--- src/rtl/assert_macros.svh ---
// Assertion helpers shared by the RTL. Each macro expects i_clk and i_rst_n in scope.
`ifndef ASSERT_MACROS_SVH
`define ASSERT_MACROS_SVH

// Same-cycle implication, checked out of reset
`define ASSERT_IMPL(label, ante, cons, msg) \
    label: assert property (@(posedge i_clk) disable iff (!i_rst_n) (ante) |-> (cons)) \
        else $error(msg);

// Next-cycle implication, checked out of reset
`define ASSERT_NEXT(label, ante, cons, msg) \
    label: assert property (@(posedge i_clk) disable iff (!i_rst_n) (ante) |=> (cons)) \
        else $error(msg);

`endif

--- src/rtl/dce_pkg.sv ---
// ----------------------------------------------------------------------------
// dce_pkg
// Types and constants of the decimating convolution with signal extension.
// ----------------------------------------------------------------------------
package dce_pkg;

    localparam int VALUE_W    = 16;
    localparam int ACC_W      = 48;
    localparam int CFG_IDX_W  = 2;
    localparam int CFG_DATA_W = 5;
    localparam int MODE_W     = 3;
    localparam int STEP_W     = 2;
    localparam int TAPCNT_W   = 5;

    // Register indexes
    localparam logic [CFG_IDX_W-1:0] REG_MODE = 2'd0;
    localparam logic [CFG_IDX_W-1:0] REG_STEP = 2'd1;
    localparam logic [CFG_IDX_W-1:0] REG_TAPS = 2'd2;

    // Extension modes
    localparam logic [MODE_W-1:0] MODE_ZERO   = 3'd0;
    localparam logic [MODE_W-1:0] MODE_SYM    = 3'd1;
    localparam logic [MODE_W-1:0] MODE_CONST  = 3'd2;
    localparam logic [MODE_W-1:0] MODE_LINEXT = 3'd3;
    localparam logic [MODE_W-1:0] MODE_PER    = 3'd4;
    localparam logic [MODE_W-1:0] MODE_PERZ   = 3'd5;

    // Input function codes
    localparam logic FUNC_TAP    = 1'b0;
    localparam logic FUNC_SAMPLE = 1'b1;

    localparam logic signed [ACC_W-1:0] ACC_MAX = {1'b0, {(ACC_W-1){1'b1}}};
    localparam logic signed [ACC_W-1:0] ACC_MIN = {1'b1, {(ACC_W-1){1'b0}}};

    typedef enum logic [2:0] {
        ST_IDLE,
        ST_EDGE,
        ST_INIT,
        ST_CHECK,
        ST_ISSUE,
        ST_DRAIN,
        ST_EMIT,
        ST_FINISH
    } t_state;

    // Source of the extended sample for one tap
    typedef enum logic [2:0] {
        SEL_ZERO,
        SEL_MEM,
        SEL_LEFT,
        SEL_RIGHT,
        SEL_SML,
        SEL_SMR
    } t_ext_sel;

    typedef struct packed {
        logic     valid;
        logic     clr;
        t_ext_sel sel;
    } t_issue;

endpackage

--- src/rtl/dce_if.sv ---
// ----------------------------------------------------------------------------
// dce_in_if / dce_out_if
// Valid/ready channels for input items and result items.
// ----------------------------------------------------------------------------
interface dce_in_if import dce_pkg::*; ();
    logic                      valid;
    logic                      ready;
    logic                      func;
    logic signed [VALUE_W-1:0] value;
    logic                      last;

    modport source (output valid, func, value, last, input ready);
    modport sink   (input valid, func, value, last, output ready);
endinterface

interface dce_out_if import dce_pkg::*; ();
    logic                    valid;
    logic                    ready;
    logic signed [ACC_W-1:0] coefficient;
    logic                    last_result;

    modport source (output valid, coefficient, last_result, input ready);
    modport sink   (input valid, coefficient, last_result, output ready);
endinterface

--- src/rtl/downsampling_convolution_extension_top.sv ---
// ----------------------------------------------------------------------------
// downsampling_convolution_extension_top
// Decimating convolution with signal extension for wavelet analysis.
//
//  port      dir  payload                          transfer
//  i_in      in   func, value[15:0], last          valid & ready
//  o_out     out  coefficient[47:0], last_result   valid & ready
//  i_cfg_*   in   idx[1:0], wdata[4:0]             i_cfg_we
//
// Taps and samples are taken one per cycle while idle. The sample with last
// starts a run: an edge step fetches the edge samples, an init step walks to
// the first output i0 (F/2 for periodization, step - 1 otherwise), then
// each result takes a check step, issue steps with one tap read per cycle,
// a multiply-accumulate drain and the emit step.
// Input is blocked for the whole run. A stalled result holds the run at emit.
// Reset is synchronous, active low; memories are not cleared.
// ----------------------------------------------------------------------------
module downsampling_convolution_extension_top import dce_pkg::*; #(
    parameter int MAX_TAPS    = 16,
    parameter int MAX_SAMPLES = 32,
    parameter int SAMPLE_BITS = 16
) (
    input  logic                  i_clk,
    input  logic                  i_rst_n,
    dce_in_if.sink                i_in,
    dce_out_if.source             o_out,
    input  logic                  i_cfg_we,
    input  logic [CFG_IDX_W-1:0]  i_cfg_idx,
    input  logic [CFG_DATA_W-1:0] i_cfg_wdata
);

`include "assert_macros.svh"

    localparam int TA    = $clog2(MAX_TAPS);
    localparam int SA    = $clog2(MAX_SAMPLES);
    localparam int CW    = $clog2(MAX_SAMPLES + 1);
    localparam int FW    = $clog2(MAX_TAPS + 1);
    localparam int KW    = $clog2(MAX_TAPS);
    localparam int LW    = $clog2(2 * MAX_SAMPLES + 1);
    localparam int POS_W = $clog2(MAX_SAMPLES + MAX_TAPS + 1) + 2;

    t_state r_state, n_state;

    // Configuration
    logic [MODE_W-1:0]   r_mode;
    logic [STEP_W-1:0]   r_step;
    logic [TAPCNT_W-1:0] r_tapcnt;

    // Load pointers
    logic [TA-1:0] r_tap_ptr, n_tap_ptr;
    logic [CW-1:0] r_count, n_count;

    // Run parameters
    logic [CW-1:0]           r_n, n_n;
    logic [MODE_W-1:0]       r_emode;
    logic [FW-1:0]           r_f;
    logic [STEP_W-1:0]       r_stp;
    logic [LW-1:0]           r_len;
    logic signed [POS_W-1:0] r_end, r_i0;

    // Run position
    logic signed [POS_W-1:0] r_i, n_i, r_p, n_p;
    logic [LW-1:0]           r_qi, n_qi, r_q, n_q;
    logic [FW-1:0]           r_j, n_j;
    logic [2:0]              r_ec, n_ec;

    // Edge samples
    logic signed [SAMPLE_BITS-1:0] r_s0, r_s1, r_sn1, r_sn2;

    // Result register
    logic                    r_out_valid, n_out_valid;
    logic signed [ACC_W-1:0] r_out_coef;
    logic                    r_out_last;

    // Store and MAC connections
    logic                          w_tap_we, w_smp_we;
    logic [SA-1:0]                 w_smp_raddr;
    logic signed [VALUE_W-1:0]     w_tap_rdata;
    logic signed [SAMPLE_BITS-1:0] w_smp_rdata;
    t_issue                        w_issue;
    logic [KW-1:0]                 w_k;
    logic                          w_busy;
    logic signed [ACC_W-1:0]       w_acc;

    logic                    w_in_acc, w_out_acc, w_room, w_load;
    logic [CW-1:0]           w_count_inc;
    logic signed [POS_W-1:0] w_n_pos, w_fh, w_end, w_i0, w_p_lo;
    logic [FW-1:0]           w_f;
    logic [MODE_W-1:0]       w_emode;
    logic [LW-1:0]           w_len, w_qsum;
    logic [STEP_W-1:0]       w_stp;
    logic                    w_in_rng, w_done, w_last;
    t_ext_sel                w_sel;
    logic [SA-1:0]           w_addr;

    assign w_in_acc  = i_in.valid & i_in.ready;
    assign w_out_acc = o_out.valid & o_out.ready;
    assign w_room    = (r_count < CW'(MAX_SAMPLES));
    assign w_count_inc = w_room ? r_count + 1'b1 : r_count;
    assign w_n_pos   = signed'(POS_W'(r_n));

    // Run parameters from configuration and sample count
    always_comb begin
        w_f = (32'(r_tapcnt) > 32'(MAX_TAPS)) ? FW'(MAX_TAPS) : FW'(r_tapcnt);
        w_stp = (r_step == '0) ? STEP_W'(1) : r_step;
        if (r_mode == MODE_LINEXT && r_n < CW'(2)) begin
            w_emode = MODE_CONST;
        end else if (r_mode > MODE_PERZ) begin
            w_emode = MODE_ZERO;
        end else begin
            w_emode = r_mode;
        end
        case (w_emode)
            MODE_PER:  w_len = LW'(r_n);
            MODE_PERZ: w_len = LW'(r_n) + LW'(r_n[0]);
            default:   w_len = LW'({r_n, 1'b0});
        endcase
        w_fh = signed'(POS_W'(w_f >> 1));
        if (w_emode == MODE_PERZ) begin
            w_end = w_n_pos + w_fh;
            w_i0  = w_fh;
        end else begin
            w_end = w_n_pos + signed'(POS_W'(w_f)) - POS_W'(1);
            w_i0  = signed'(POS_W'(w_stp)) - POS_W'(1);
        end
    end

    // Extended sample source for position r_p
    always_comb begin
        w_in_rng = (r_p >= 0) && (r_p < w_n_pos);
        w_p_lo   = -r_p;
        w_sel    = SEL_MEM;
        w_addr   = SA'(r_p);
        w_k      = '0;
        if (!w_in_rng) begin
            case (r_emode)
                MODE_SYM: begin
                    w_addr = (r_q < LW'(r_n)) ? SA'(r_q)
                                              : SA'(LW'({r_n, 1'b0}) - LW'(1) - r_q);
                end
                MODE_CONST: begin
                    w_sel = (r_p < 0) ? SEL_LEFT : SEL_RIGHT;
                end
                MODE_LINEXT: begin
                    if (r_p < 0) begin
                        w_sel = SEL_SML;
                        w_k   = KW'(w_p_lo);
                    end else begin
                        w_sel = SEL_SMR;
                        w_k   = KW'(r_p - w_n_pos + POS_W'(1));
                    end
                end
                MODE_PER: begin
                    w_addr = SA'(r_q);
                end
                MODE_PERZ: begin
                    w_addr = (r_q < LW'(r_n)) ? SA'(r_q) : SA'(r_n - 1'b1);
                end
                default: begin
                    w_sel = SEL_ZERO;
                end
            endcase
        end
    end

    assign w_done = (r_i >= r_end);
    assign w_last = ((r_i + signed'(POS_W'(r_stp))) >= r_end);
    assign w_load = (r_state == ST_EMIT) && (!r_out_valid || o_out.ready);

    // Next state
    always_comb begin
        n_state = r_state;
        case (r_state)
            ST_IDLE: begin
                if (w_in_acc && i_in.func == FUNC_SAMPLE && i_in.last) begin
                    n_state = ST_EDGE;
                end
            end
            ST_EDGE: begin
                if (r_ec == 3'd4) begin
                    n_state = ST_INIT;
                end
            end
            ST_INIT: begin
                if (r_i == r_i0) begin
                    n_state = ST_CHECK;
                end
            end
            ST_CHECK:  n_state = w_done ? ST_FINISH : ST_ISSUE;
            ST_ISSUE: begin
                if (r_j == r_f) begin
                    n_state = ST_DRAIN;
                end
            end
            ST_DRAIN: begin
                if (!w_busy) begin
                    n_state = ST_EMIT;
                end
            end
            ST_EMIT: begin
                if (w_load) begin
                    n_state = ST_CHECK;
                end
            end
            ST_FINISH: n_state = ST_IDLE;
            default:   n_state = ST_IDLE;
        endcase
    end

    // Datapath controls and next values
    always_comb begin
        n_tap_ptr   = r_tap_ptr;
        n_count     = r_count;
        n_n         = r_n;
        n_i         = r_i;
        n_qi        = r_qi;
        n_p         = r_p;
        n_q         = r_q;
        n_j         = r_j;
        n_ec        = r_ec;
        n_out_valid = r_out_valid & ~w_out_acc;
        w_tap_we    = 1'b0;
        w_smp_we    = 1'b0;
        w_smp_raddr = w_addr;
        w_issue     = '{valid: 1'b0, clr: 1'b0, sel: w_sel};
        w_qsum      = r_qi + LW'(r_stp);
        case (r_state)
            ST_IDLE: begin
                if (w_in_acc) begin
                    if (i_in.func == FUNC_TAP) begin
                        w_tap_we  = 1'b1;
                        n_tap_ptr = (r_tap_ptr == TA'(MAX_TAPS - 1)) ? '0
                                                                      : r_tap_ptr + 1'b1;
                    end else begin
                        w_smp_we = w_room;
                        n_count  = w_count_inc;
                        n_n      = w_count_inc;
                        n_ec     = '0;
                    end
                end
            end
            ST_EDGE: begin
                case (r_ec)
                    3'd0:    w_smp_raddr = '0;
                    3'd1:    w_smp_raddr = SA'(1);
                    3'd2:    w_smp_raddr = SA'(r_n - 1'b1);
                    default: w_smp_raddr = SA'(r_n - 2'd2);
                endcase
                n_ec = r_ec + 1'b1;
                n_i  = '0;
                n_qi = '0;
            end
            ST_INIT: begin
                if (r_i != r_i0) begin
                    n_i  = r_i + POS_W'(1);
                    n_qi = (r_qi + LW'(1) >= r_len) ? '0 : r_qi + LW'(1);
                end
            end
            ST_CHECK: begin
                n_p = r_p;
                n_p = r_i;
                n_q = r_qi;
                n_j = '0;
                w_issue.clr = ~w_done;
            end
            ST_ISSUE: begin
                if (r_j != r_f) begin
                    w_issue.valid = 1'b1;
                    n_j = r_j + 1'b1;
                    n_p = r_p - POS_W'(1);
                    n_q = (r_q == '0) ? r_len - LW'(1) : r_q - LW'(1);
                end
            end
            ST_EMIT: begin
                if (w_load) begin
                    n_out_valid = 1'b1;
                    n_i = r_i + signed'(POS_W'(r_stp));
                    // step of up to 3 over a period as short as 1
                    if (w_qsum >= r_len) begin
                        w_qsum = w_qsum - r_len;
                    end
                    if (w_qsum >= r_len) begin
                        w_qsum = w_qsum - r_len;
                    end
                    if (w_qsum >= r_len) begin
                        w_qsum = w_qsum - r_len;
                    end
                    n_qi = w_qsum;
                end
            end
            ST_FINISH: begin
                n_count   = '0;
                n_tap_ptr = '0;
            end
            default: begin
                n_count = r_count;
            end
        endcase
    end

    // Control registers
    always_ff @(posedge i_clk) begin
        if (!i_rst_n) begin
            r_state     <= ST_IDLE;
            r_mode      <= MODE_ZERO;
            r_step      <= STEP_W'(2);
            r_tapcnt    <= TAPCNT_W'(2);
            r_tap_ptr   <= '0;
            r_count     <= '0;
            r_out_valid <= 1'b0;
            r_ec        <= '0;
            r_j         <= '0;
        end else begin
            r_state     <= n_state;
            r_tap_ptr   <= n_tap_ptr;
            r_count     <= n_count;
            r_out_valid <= n_out_valid;
            r_ec        <= n_ec;
            r_j         <= n_j;
            if (i_cfg_we) begin
                case (i_cfg_idx)
                    REG_MODE: r_mode   <= i_cfg_wdata[MODE_W-1:0];
                    REG_STEP: r_step   <= i_cfg_wdata[STEP_W-1:0];
                    REG_TAPS: r_tapcnt <= i_cfg_wdata[TAPCNT_W-1:0];
                    default:  r_mode   <= r_mode;
                endcase
            end
        end
    end

    // Run payload registers
    always_ff @(posedge i_clk) begin
        r_n  <= n_n;
        r_i  <= n_i;
        r_qi <= n_qi;
        r_p  <= n_p;
        r_q  <= n_q;
        if (r_state == ST_EDGE) begin
            r_emode <= w_emode;
            r_f     <= w_f;
            r_stp   <= w_stp;
            r_len   <= w_len;
            r_end   <= w_end;
            r_i0    <= w_i0;
            case (r_ec)
                3'd1:    r_s0  <= w_smp_rdata;
                3'd2:    r_s1  <= w_smp_rdata;
                3'd3:    r_sn1 <= w_smp_rdata;
                3'd4:    r_sn2 <= w_smp_rdata;
                default: r_s0  <= r_s0;
            endcase
        end
        if (w_load) begin
            r_out_coef <= w_acc;
            r_out_last <= w_last;
        end
    end

    assign i_in.ready        = (r_state == ST_IDLE);
    assign o_out.valid       = r_out_valid;
    assign o_out.coefficient = r_out_coef;
    assign o_out.last_result = r_out_last;

    dce_store #(
        .MAX_TAPS    (MAX_TAPS),
        .MAX_SAMPLES (MAX_SAMPLES),
        .SAMPLE_BITS (SAMPLE_BITS)
    ) u_store (
        .i_clk       (i_clk),
        .i_tap_we    (w_tap_we),
        .i_tap_waddr (r_tap_ptr),
        .i_tap_wdata (i_in.value),
        .i_tap_raddr (r_j[TA-1:0]),
        .o_tap_rdata (w_tap_rdata),
        .i_smp_we    (w_smp_we),
        .i_smp_waddr (r_count[SA-1:0]),
        .i_smp_wdata (SAMPLE_BITS'(unsigned'(i_in.value))),
        .i_smp_raddr (w_smp_raddr),
        .o_smp_rdata (w_smp_rdata)
    );

    dce_mac #(
        .MAX_TAPS    (MAX_TAPS),
        .SAMPLE_BITS (SAMPLE_BITS)
    ) u_mac (
        .i_clk       (i_clk),
        .i_rst_n     (i_rst_n),
        .i_issue     (w_issue),
        .i_k         (w_k),
        .i_tap_rdata (w_tap_rdata),
        .i_smp_rdata (w_smp_rdata),
        .i_s0        (r_s0),
        .i_s1        (r_s1),
        .i_sn1       (r_sn1),
        .i_sn2       (r_sn2),
        .o_busy      (w_busy),
        .o_acc       (w_acc)
    );

    // Checks
    `ASSERT_IMPL(a_no_input_while_busy, w_in_acc, !w_busy, "input taken during MAC activity")
    `ASSERT_IMPL(a_emit_after_drain, w_load, !w_busy, "result loaded before MAC drained")
    `ASSERT_IMPL(a_tap_in_range, w_issue.valid, r_j < r_f, "tap index beyond tap count")
    `ASSERT_NEXT(a_finish_clears, r_state == ST_FINISH, r_count == '0 && r_tap_ptr == '0,
        "load pointers not cleared after run")

endmodule

--- src/rtl/dce_store.sv ---
// ----------------------------------------------------------------------------
// dce_store
// Tap and sample memories, one write and one registered read port each.
// ----------------------------------------------------------------------------
module dce_store import dce_pkg::*; #(
    parameter int MAX_TAPS    = 16,
    parameter int MAX_SAMPLES = 32,
    parameter int SAMPLE_BITS = 16
) (
    input  logic                                 i_clk,
    input  logic                                 i_tap_we,
    input  logic [$clog2(MAX_TAPS)-1:0]          i_tap_waddr,
    input  logic signed [VALUE_W-1:0]            i_tap_wdata,
    input  logic [$clog2(MAX_TAPS)-1:0]          i_tap_raddr,
    output logic signed [VALUE_W-1:0]            o_tap_rdata,
    input  logic                                 i_smp_we,
    input  logic [$clog2(MAX_SAMPLES)-1:0]       i_smp_waddr,
    input  logic signed [SAMPLE_BITS-1:0]        i_smp_wdata,
    input  logic [$clog2(MAX_SAMPLES)-1:0]       i_smp_raddr,
    output logic signed [SAMPLE_BITS-1:0]        o_smp_rdata
);

    logic signed [VALUE_W-1:0]     r_tap_mem [MAX_TAPS];
    logic signed [SAMPLE_BITS-1:0] r_smp_mem [MAX_SAMPLES];

    // Tap memory
    always_ff @(posedge i_clk) begin
        if (i_tap_we) begin
            r_tap_mem[i_tap_waddr] <= i_tap_wdata;
        end
        o_tap_rdata <= r_tap_mem[i_tap_raddr];
    end

    // Sample memory
    always_ff @(posedge i_clk) begin
        if (i_smp_we) begin
            r_smp_mem[i_smp_waddr] <= i_smp_wdata;
        end
        o_smp_rdata <= r_smp_mem[i_smp_raddr];
    end

endmodule

--- src/rtl/dce_mac.sv ---
// ----------------------------------------------------------------------------
// dce_mac
// Extension value build, tap multiply and saturating 48-bit accumulate.
// ----------------------------------------------------------------------------
module dce_mac import dce_pkg::*; #(
    parameter int MAX_TAPS    = 16,
    parameter int SAMPLE_BITS = 16
) (
    input  logic                              i_clk,
    input  logic                              i_rst_n,
    input  t_issue                            i_issue,
    input  logic [$clog2(MAX_TAPS)-1:0]       i_k,
    input  logic signed [VALUE_W-1:0]         i_tap_rdata,
    input  logic signed [SAMPLE_BITS-1:0]     i_smp_rdata,
    input  logic signed [SAMPLE_BITS-1:0]     i_s0,
    input  logic signed [SAMPLE_BITS-1:0]     i_s1,
    input  logic signed [SAMPLE_BITS-1:0]     i_sn1,
    input  logic signed [SAMPLE_BITS-1:0]     i_sn2,
    output logic                              o_busy,
    output logic signed [ACC_W-1:0]           o_acc
);

    localparam int KW    = $clog2(MAX_TAPS);
    localparam int EXTW  = SAMPLE_BITS + KW + 2;
    localparam int PRODW = VALUE_W + EXTW;
    localparam int SUMW  = ((PRODW > ACC_W) ? PRODW : ACC_W) + 1;

    logic                      r_v0, r_v1, r_v2;
    t_ext_sel                  r_sel0;
    logic [KW-1:0]             r_k0;
    logic signed [VALUE_W-1:0] r_tap1;
    logic signed [EXTW-1:0]    r_ext1;
    logic signed [PRODW-1:0]   r_prod2;
    logic signed [ACC_W-1:0]   r_acc;

    logic signed [EXTW-1:0]    w_base, w_diff, w_kx, w_ext;
    logic signed [SUMW-1:0]    w_sum;
    logic signed [ACC_W-1:0]   n_acc;

    // Extended sample: zero, memory data, edge value, or linear extrapolation
    always_comb begin
        w_base = '0;
        w_diff = '0;
        case (r_sel0)
            SEL_MEM:   w_base = EXTW'(i_smp_rdata);
            SEL_LEFT:  w_base = EXTW'(i_s0);
            SEL_RIGHT: w_base = EXTW'(i_sn1);
            SEL_SML: begin
                w_base = EXTW'(i_s0);
                w_diff = EXTW'(i_s0) - EXTW'(i_s1);
            end
            SEL_SMR: begin
                w_base = EXTW'(i_sn1);
                w_diff = EXTW'(i_sn1) - EXTW'(i_sn2);
            end
            default: w_base = '0;
        endcase
        w_kx  = EXTW'(signed'({1'b0, r_k0})) * w_diff;
        w_ext = w_base + w_kx;
    end

    // Saturating accumulate
    always_comb begin
        w_sum = SUMW'(r_acc) + SUMW'(r_prod2);
        if (w_sum > SUMW'(ACC_MAX)) begin
            n_acc = ACC_MAX;
        end else if (w_sum < SUMW'(ACC_MIN)) begin
            n_acc = ACC_MIN;
        end else begin
            n_acc = ACC_W'(w_sum);
        end
    end

    // Stage valids
    always_ff @(posedge i_clk) begin
        if (!i_rst_n) begin
            r_v0 <= 1'b0;
            r_v1 <= 1'b0;
            r_v2 <= 1'b0;
        end else begin
            r_v0 <= i_issue.valid;
            r_v1 <= r_v0;
            r_v2 <= r_v1;
        end
    end

    // Stage payload and accumulator
    always_ff @(posedge i_clk) begin
        r_sel0  <= i_issue.sel;
        r_k0    <= i_k;
        r_tap1  <= i_tap_rdata;
        r_ext1  <= w_ext;
        r_prod2 <= PRODW'(r_tap1) * PRODW'(r_ext1);
        if (i_issue.clr) begin
            r_acc <= '0;
        end else if (r_v2) begin
            r_acc <= n_acc;
        end
    end

    assign o_busy = i_issue.valid | r_v0 | r_v1 | r_v2;
    assign o_acc  = r_acc;

endmodule

--- src/flat_wrapper.sv ---
// flat-port wrapper written by rule: the top's interface ports become plain ports
module downsampling_convolution_extension_top_flat import dce_pkg::*;
#(
    parameter int MAX_TAPS    = 16,
    parameter int MAX_SAMPLES = 32,
    parameter int SAMPLE_BITS = 16
)
  (i_clk, i_rst_n, i_cfg_we, i_cfg_idx, i_cfg_wdata, i_in_valid, i_in_func, i_in_value, i_in_last, i_in_ready, o_out_valid, o_out_coefficient, o_out_last_result, o_out_ready);
  dce_in_if i_in_i ();
  dce_out_if o_out_i ();
  input  logic i_clk;
  input  logic i_rst_n;
  input  logic i_cfg_we;
  input  logic [CFG_IDX_W-1:0] i_cfg_idx;
  input  logic [CFG_DATA_W-1:0] i_cfg_wdata;
  input wire logic [$bits(i_in_i.valid)-1:0] i_in_valid;
  input wire logic [$bits(i_in_i.func)-1:0] i_in_func;
  input wire logic [$bits(i_in_i.value)-1:0] i_in_value;
  input wire logic [$bits(i_in_i.last)-1:0] i_in_last;
  output wire logic [$bits(i_in_i.ready)-1:0] i_in_ready;
  output wire logic [$bits(o_out_i.valid)-1:0] o_out_valid;
  output wire logic [$bits(o_out_i.coefficient)-1:0] o_out_coefficient;
  output wire logic [$bits(o_out_i.last_result)-1:0] o_out_last_result;
  input wire logic [$bits(o_out_i.ready)-1:0] o_out_ready;
  assign i_in_i.valid = i_in_valid;
  assign i_in_i.func = i_in_func;
  assign i_in_i.value = i_in_value;
  assign i_in_i.last = i_in_last;
  assign i_in_ready = i_in_i.ready;
  assign o_out_valid = o_out_i.valid;
  assign o_out_coefficient = o_out_i.coefficient;
  assign o_out_last_result = o_out_i.last_result;
  assign o_out_i.ready = o_out_ready;
  downsampling_convolution_extension_top #(.MAX_TAPS(MAX_TAPS), .MAX_SAMPLES(MAX_SAMPLES), .SAMPLE_BITS(SAMPLE_BITS)) u_core (.i_clk(i_clk), .i_rst_n(i_rst_n), .i_in(i_in_i), .o_out(o_out_i), .i_cfg_we(i_cfg_we), .i_cfg_idx(i_cfg_idx), .i_cfg_wdata(i_cfg_wdata));
endmodule
--- config.mk ---
export PLATFORM = sky130hd
export DESIGN_NAME = downsampling_convolution_extension_top_flat
export DESIGN_NICKNAME = d
export VERILOG_FILES = /design/src/rtl/dce_pkg.sv /design/src/rtl/dce_if.sv /design/src/rtl/downsampling_convolution_extension_top.sv /design/src/rtl/dce_store.sv /design/src/rtl/dce_mac.sv /design/src/flat_wrapper.sv
export VERILOG_INCLUDE_DIRS = /design/src /design/src/rtl
export SDC_FILE = /design/constraint.sdc
export NUM_CORES = 2
export LEC_CHECK = 0
export ABC_AREA = 1
export BUFFER_PORTS_ARGS = -buffer_cell sky130_fd_sc_hd__buf_4
export CELL_PAD_IN_SITES_DETAIL_PLACEMENT = 0
export CELL_PAD_IN_SITES_GLOBAL_PLACEMENT = 1
export CORE_MARGIN = 3
export CORE_UTILIZATION = 51
export DETAILED_ROUTE_END_ITERATION = 7
export MAX_ROUTING_LAYER = met4
export PLACE_DENSITY = 0.86
export SLEW_MARGIN = 0
export SYNTH_ARGS = -nofsm -noshare
export SYNTH_HDL_FRONTEND = slang
export SYNTH_SLANG_ARGS = --single-unit
--- constraint.sdc ---
create_clock -name i_clk -period 8.9 [get_ports i_clk]
set_clock_uncertainty 0.15 [all_clocks]
set_input_delay 0.89 -clock i_clk [delete_from_list [all_inputs] [get_ports i_clk]]
set_output_delay 0.89 -clock i_clk [all_outputs]
set_load 0.03 [all_outputs]
==> flow_metrics.env <==
export IMPL_via_per_inst=5.48
export IMPL_fin_area_mm2=0.0752
export IMPL_area_delta_synth_final_pct=8.79
export IMPL_clockBufferDepth=3
export IMPL_antenna_found_initial=0
export IMPL_rows=134
export IMPL_setup_violations=0
export IMPL_yosysWarnings=0
export IMPL_yosysTopAreaCell="edfxtp_1"
export IMPL_numCtsBuffers=118
export IMPL_avgSynthCellArea_um2=9.62
export IMPL_synth_main_ff_cell="edfxtp_1"
export IMPL_regArea_mm2=0.0324
export IMPL_first_iter_violations=4496
export IMPL_grt_pass1_vias=48600
export IMPL_path_clk_slew_ps=60
export IMPL_final_core_util=0.561
export IMPL_fin_crit_ps=6870
export IMPL_worstMarginPinSlew_ps=1170
export IMPL_synth_seq_cells=1145
export IMPL_layout_drive_gt1_share=0.0597
export IMPL_cp_end_kind="flip-flop"
export IMPL_die_y_um=374
export IMPL_first_pass_iters=6
export IMPL_ys_seq_area_frac=0.469
export IMPL_clock_fmax_mhz=145
export IMPL_hold_buffers=0
export IMPL_path_buf_inv=3
export IMPL_post_dp_cell_area_mm2=0.0713
export IMPL_setup_tns_final_ps=0
export IMPL_clockRootBuffer="clkbuf_16"
export IMPL_final_setup_worst_slack_ps=2030
export IMPL_dieArea_mm2=0.140
export IMPL_period_share=0.772
export IMPL_postSynth_asyncResetShare=0
export IMPL_ant_nets=0
export IMPL_h_tree_depth=3
export IMPL_syn_nets=7945
export IMPL_clock_latency_ps=730
export IMPL_hold_path_class="reg -> reg"
export IMPL_path_class="reg -> reg"
export IMPL_critPathSlowestCell="edfxtp_1"
export IMPL_synth_edf_count=947
export IMPL_wl_per_cell_um=19.5
export IMPL_drc=0
export IMPL_maxSlewHeadroom=0.216
export IMPL_core_area_mm2=0.134
export IMPL_synth_cell_types=63
export IMPL_crit_top_cell="nand2_1"
export IMPL_pre_cts_ws_ps=2090
export IMPL_n_fill_cell=11500
export IMPL_vias=49600
export IMPL_worstPathRequired_ps=9210
export IMPL_synth_top_cell_area_share=0.411
export IMPL_cts_sinks=1145
export IMPL_drv_slew=0
export IMPL_maxCapViolCount=0
export IMPL_ys_top_cells_by_area="edfxtp_1, fa_1, nand2_1"
export IMPL_multi_input_comb_area_mm2=0.0308
export IMPL_startpoint_type="flip-flop"
export IMPL_post_cts_resized=0
export IMPL_cp_max_fo=12
export IMPL_critPathMaxStageDelay_ps=500
export IMPL_grt_pass1_wl_um=276000
export IMPL_start_util=0.516
export IMPL_rsz0062_at_grt="no"
export IMPL_io_pins=81
export IMPL_cts_tree="built"
export IMPL_hold_violations=0
export IMPL_cp_top_family="compound AO/OA/AOI/OAI gates"
export IMPL_track_usage=0.258
export IMPL_dieWidth_um=374
export IMPL_dp_final_hpwl_um=120000
export IMPL_synthTopCellsByCount="nand2_1, inv_1, edfxtp_1, nand3_1, nor2_1"
export IMPL_portBuffers=80
export IMPL_post_cts_setup_buffer_count=0
export IMPL_yosysMostFrequentCell="nand2_1"
export IMPL_diodes=0
export IMPL_status="finished clean"
export IMPL_synth_cell_area_mm2=0.0691
export IMPL_worstPathArrival_ps=7190
export IMPL_fin_nets=7927
export IMPL_netlist_instances=7187
export IMPL_wirelength_um=176000
export IMPL_gp_congestion=0.926
export IMPL_gr_total_overflow=0
export IMPL_grt_max_degree=197
-- layout make-up --
type	instances	area share
sequential	1145	0.431
multi-input combinational	4526	0.410
tap	1768	0.0294
clock inverter	69	0.00993
inverter	1215	0.0607
clock buffer	156	0.0421
timing repair buffer	163	0.0166
-- path summary, 6_finish.rpt --
path,from,endpoint,slack [ps],cells past startpoint
setup / recovery,u_core.r_qi[0],u_core.r_qi[2],2030,34
hold / removal,u_core.u_store.o_tap_rdata[15],u_core.u_mac.r_tap1[15],180,0
setup reg to reg,u_core.r_qi[0],u_core.r_qi[2],2030,34
hold reg to reg,u_core.u_store.o_tap_rdata[15],u_core.u_mac.r_tap1[15],180,0
-- cells in the final DEF (no fill, tap or decap), types with 8 or more instances in the layout --
master / instances
nand2_1: 1409
nor2_2: 15
inv_2: 9
o21a_1: 16
o32ai_1: 40
a21oi_2: 34
nor2_1: 461
a21o_1: 18
clkbuf_16: 118
a31oi_1: 20
edfxtp_1: 947
nand2_2: 8
buf_4: 161
xor2_1: 114
xnor2_1: 57
o22ai_1: 8
clkbuf_1: 31
mux2i_1: 27
o21ai_0: 300
dfxtp_1: 196
a21oi_1: 276
nand3b_1: 83
bufinv_16: 10
o211ai_1: 13
clkinv_2: 21
ha_1: 317
o31ai_1: 8
fa_1: 411
nand4_1: 15
nor4_1: 15
nor3_1: 50
a211oi_1: 14
inv_1: 1201
o21bai_1: 25
clkinv_1: 24
or2_2: 10
nand3_1: 677
o221ai_1: 32
-- layer usage --
layer,vias to the layer above,track usage,share of wire
li1,23500,-,-
met1,24200,0.348,0.43
met2,1654,0.409,0.47
met3,285,0.0289,0.061
met4,0,0.0861,0.034
met5,-,-,0
-- flip-flops by register name (all words and copies together) (netlist names), 8 cells and up --
name	cells
u_core.o_out.coefficient	48
u_core.r_end	8
u_core.r_i	8
u_core.r_p	8
u_core.r_s0	16
u_core.r_s1	16
u_core.r_sn1	16
u_core.r_sn2	16
u_core.u_mac.o_acc	48
u_core.u_mac.r_ext1	22
u_core.u_mac.r_prod2	38
u_core.u_mac.r_tap1	16
u_core.u_store.o_smp_rdata	16
u_core.u_store.o_tap_rdata	16
u_core.u_store.r_smp_mem	512
u_core.u_store.r_tap_mem	256
-- kinds of logic after synthesis --
| kind of cell | share of synthesized area |
|---|---|
| AOI/OAI and AO/OA | 0.0728 |
| muxes | 0.00391 |
| and+or+nand+nor | 0.170 |
| buffers and inverters | 0.0865 |
| other | 0.0000543 |
| xor gates and xnor gates | 0.0217 |
| adders and majority gates | 0.176 |
| DFF | 0.469 |
-- through the flow --
step | cells | hold slack, ps
after CTS | 9042 | 181
after detailed placement | 8817 | 166
after global routing | 9042 | 182
after floorplan | 7187 | 160
after global placement | 8817 | 165
final | 9042 | 182
Power is not shown: default switching activity piles up to over one toggle a cycle in this logic, so the estimate is an artifact.
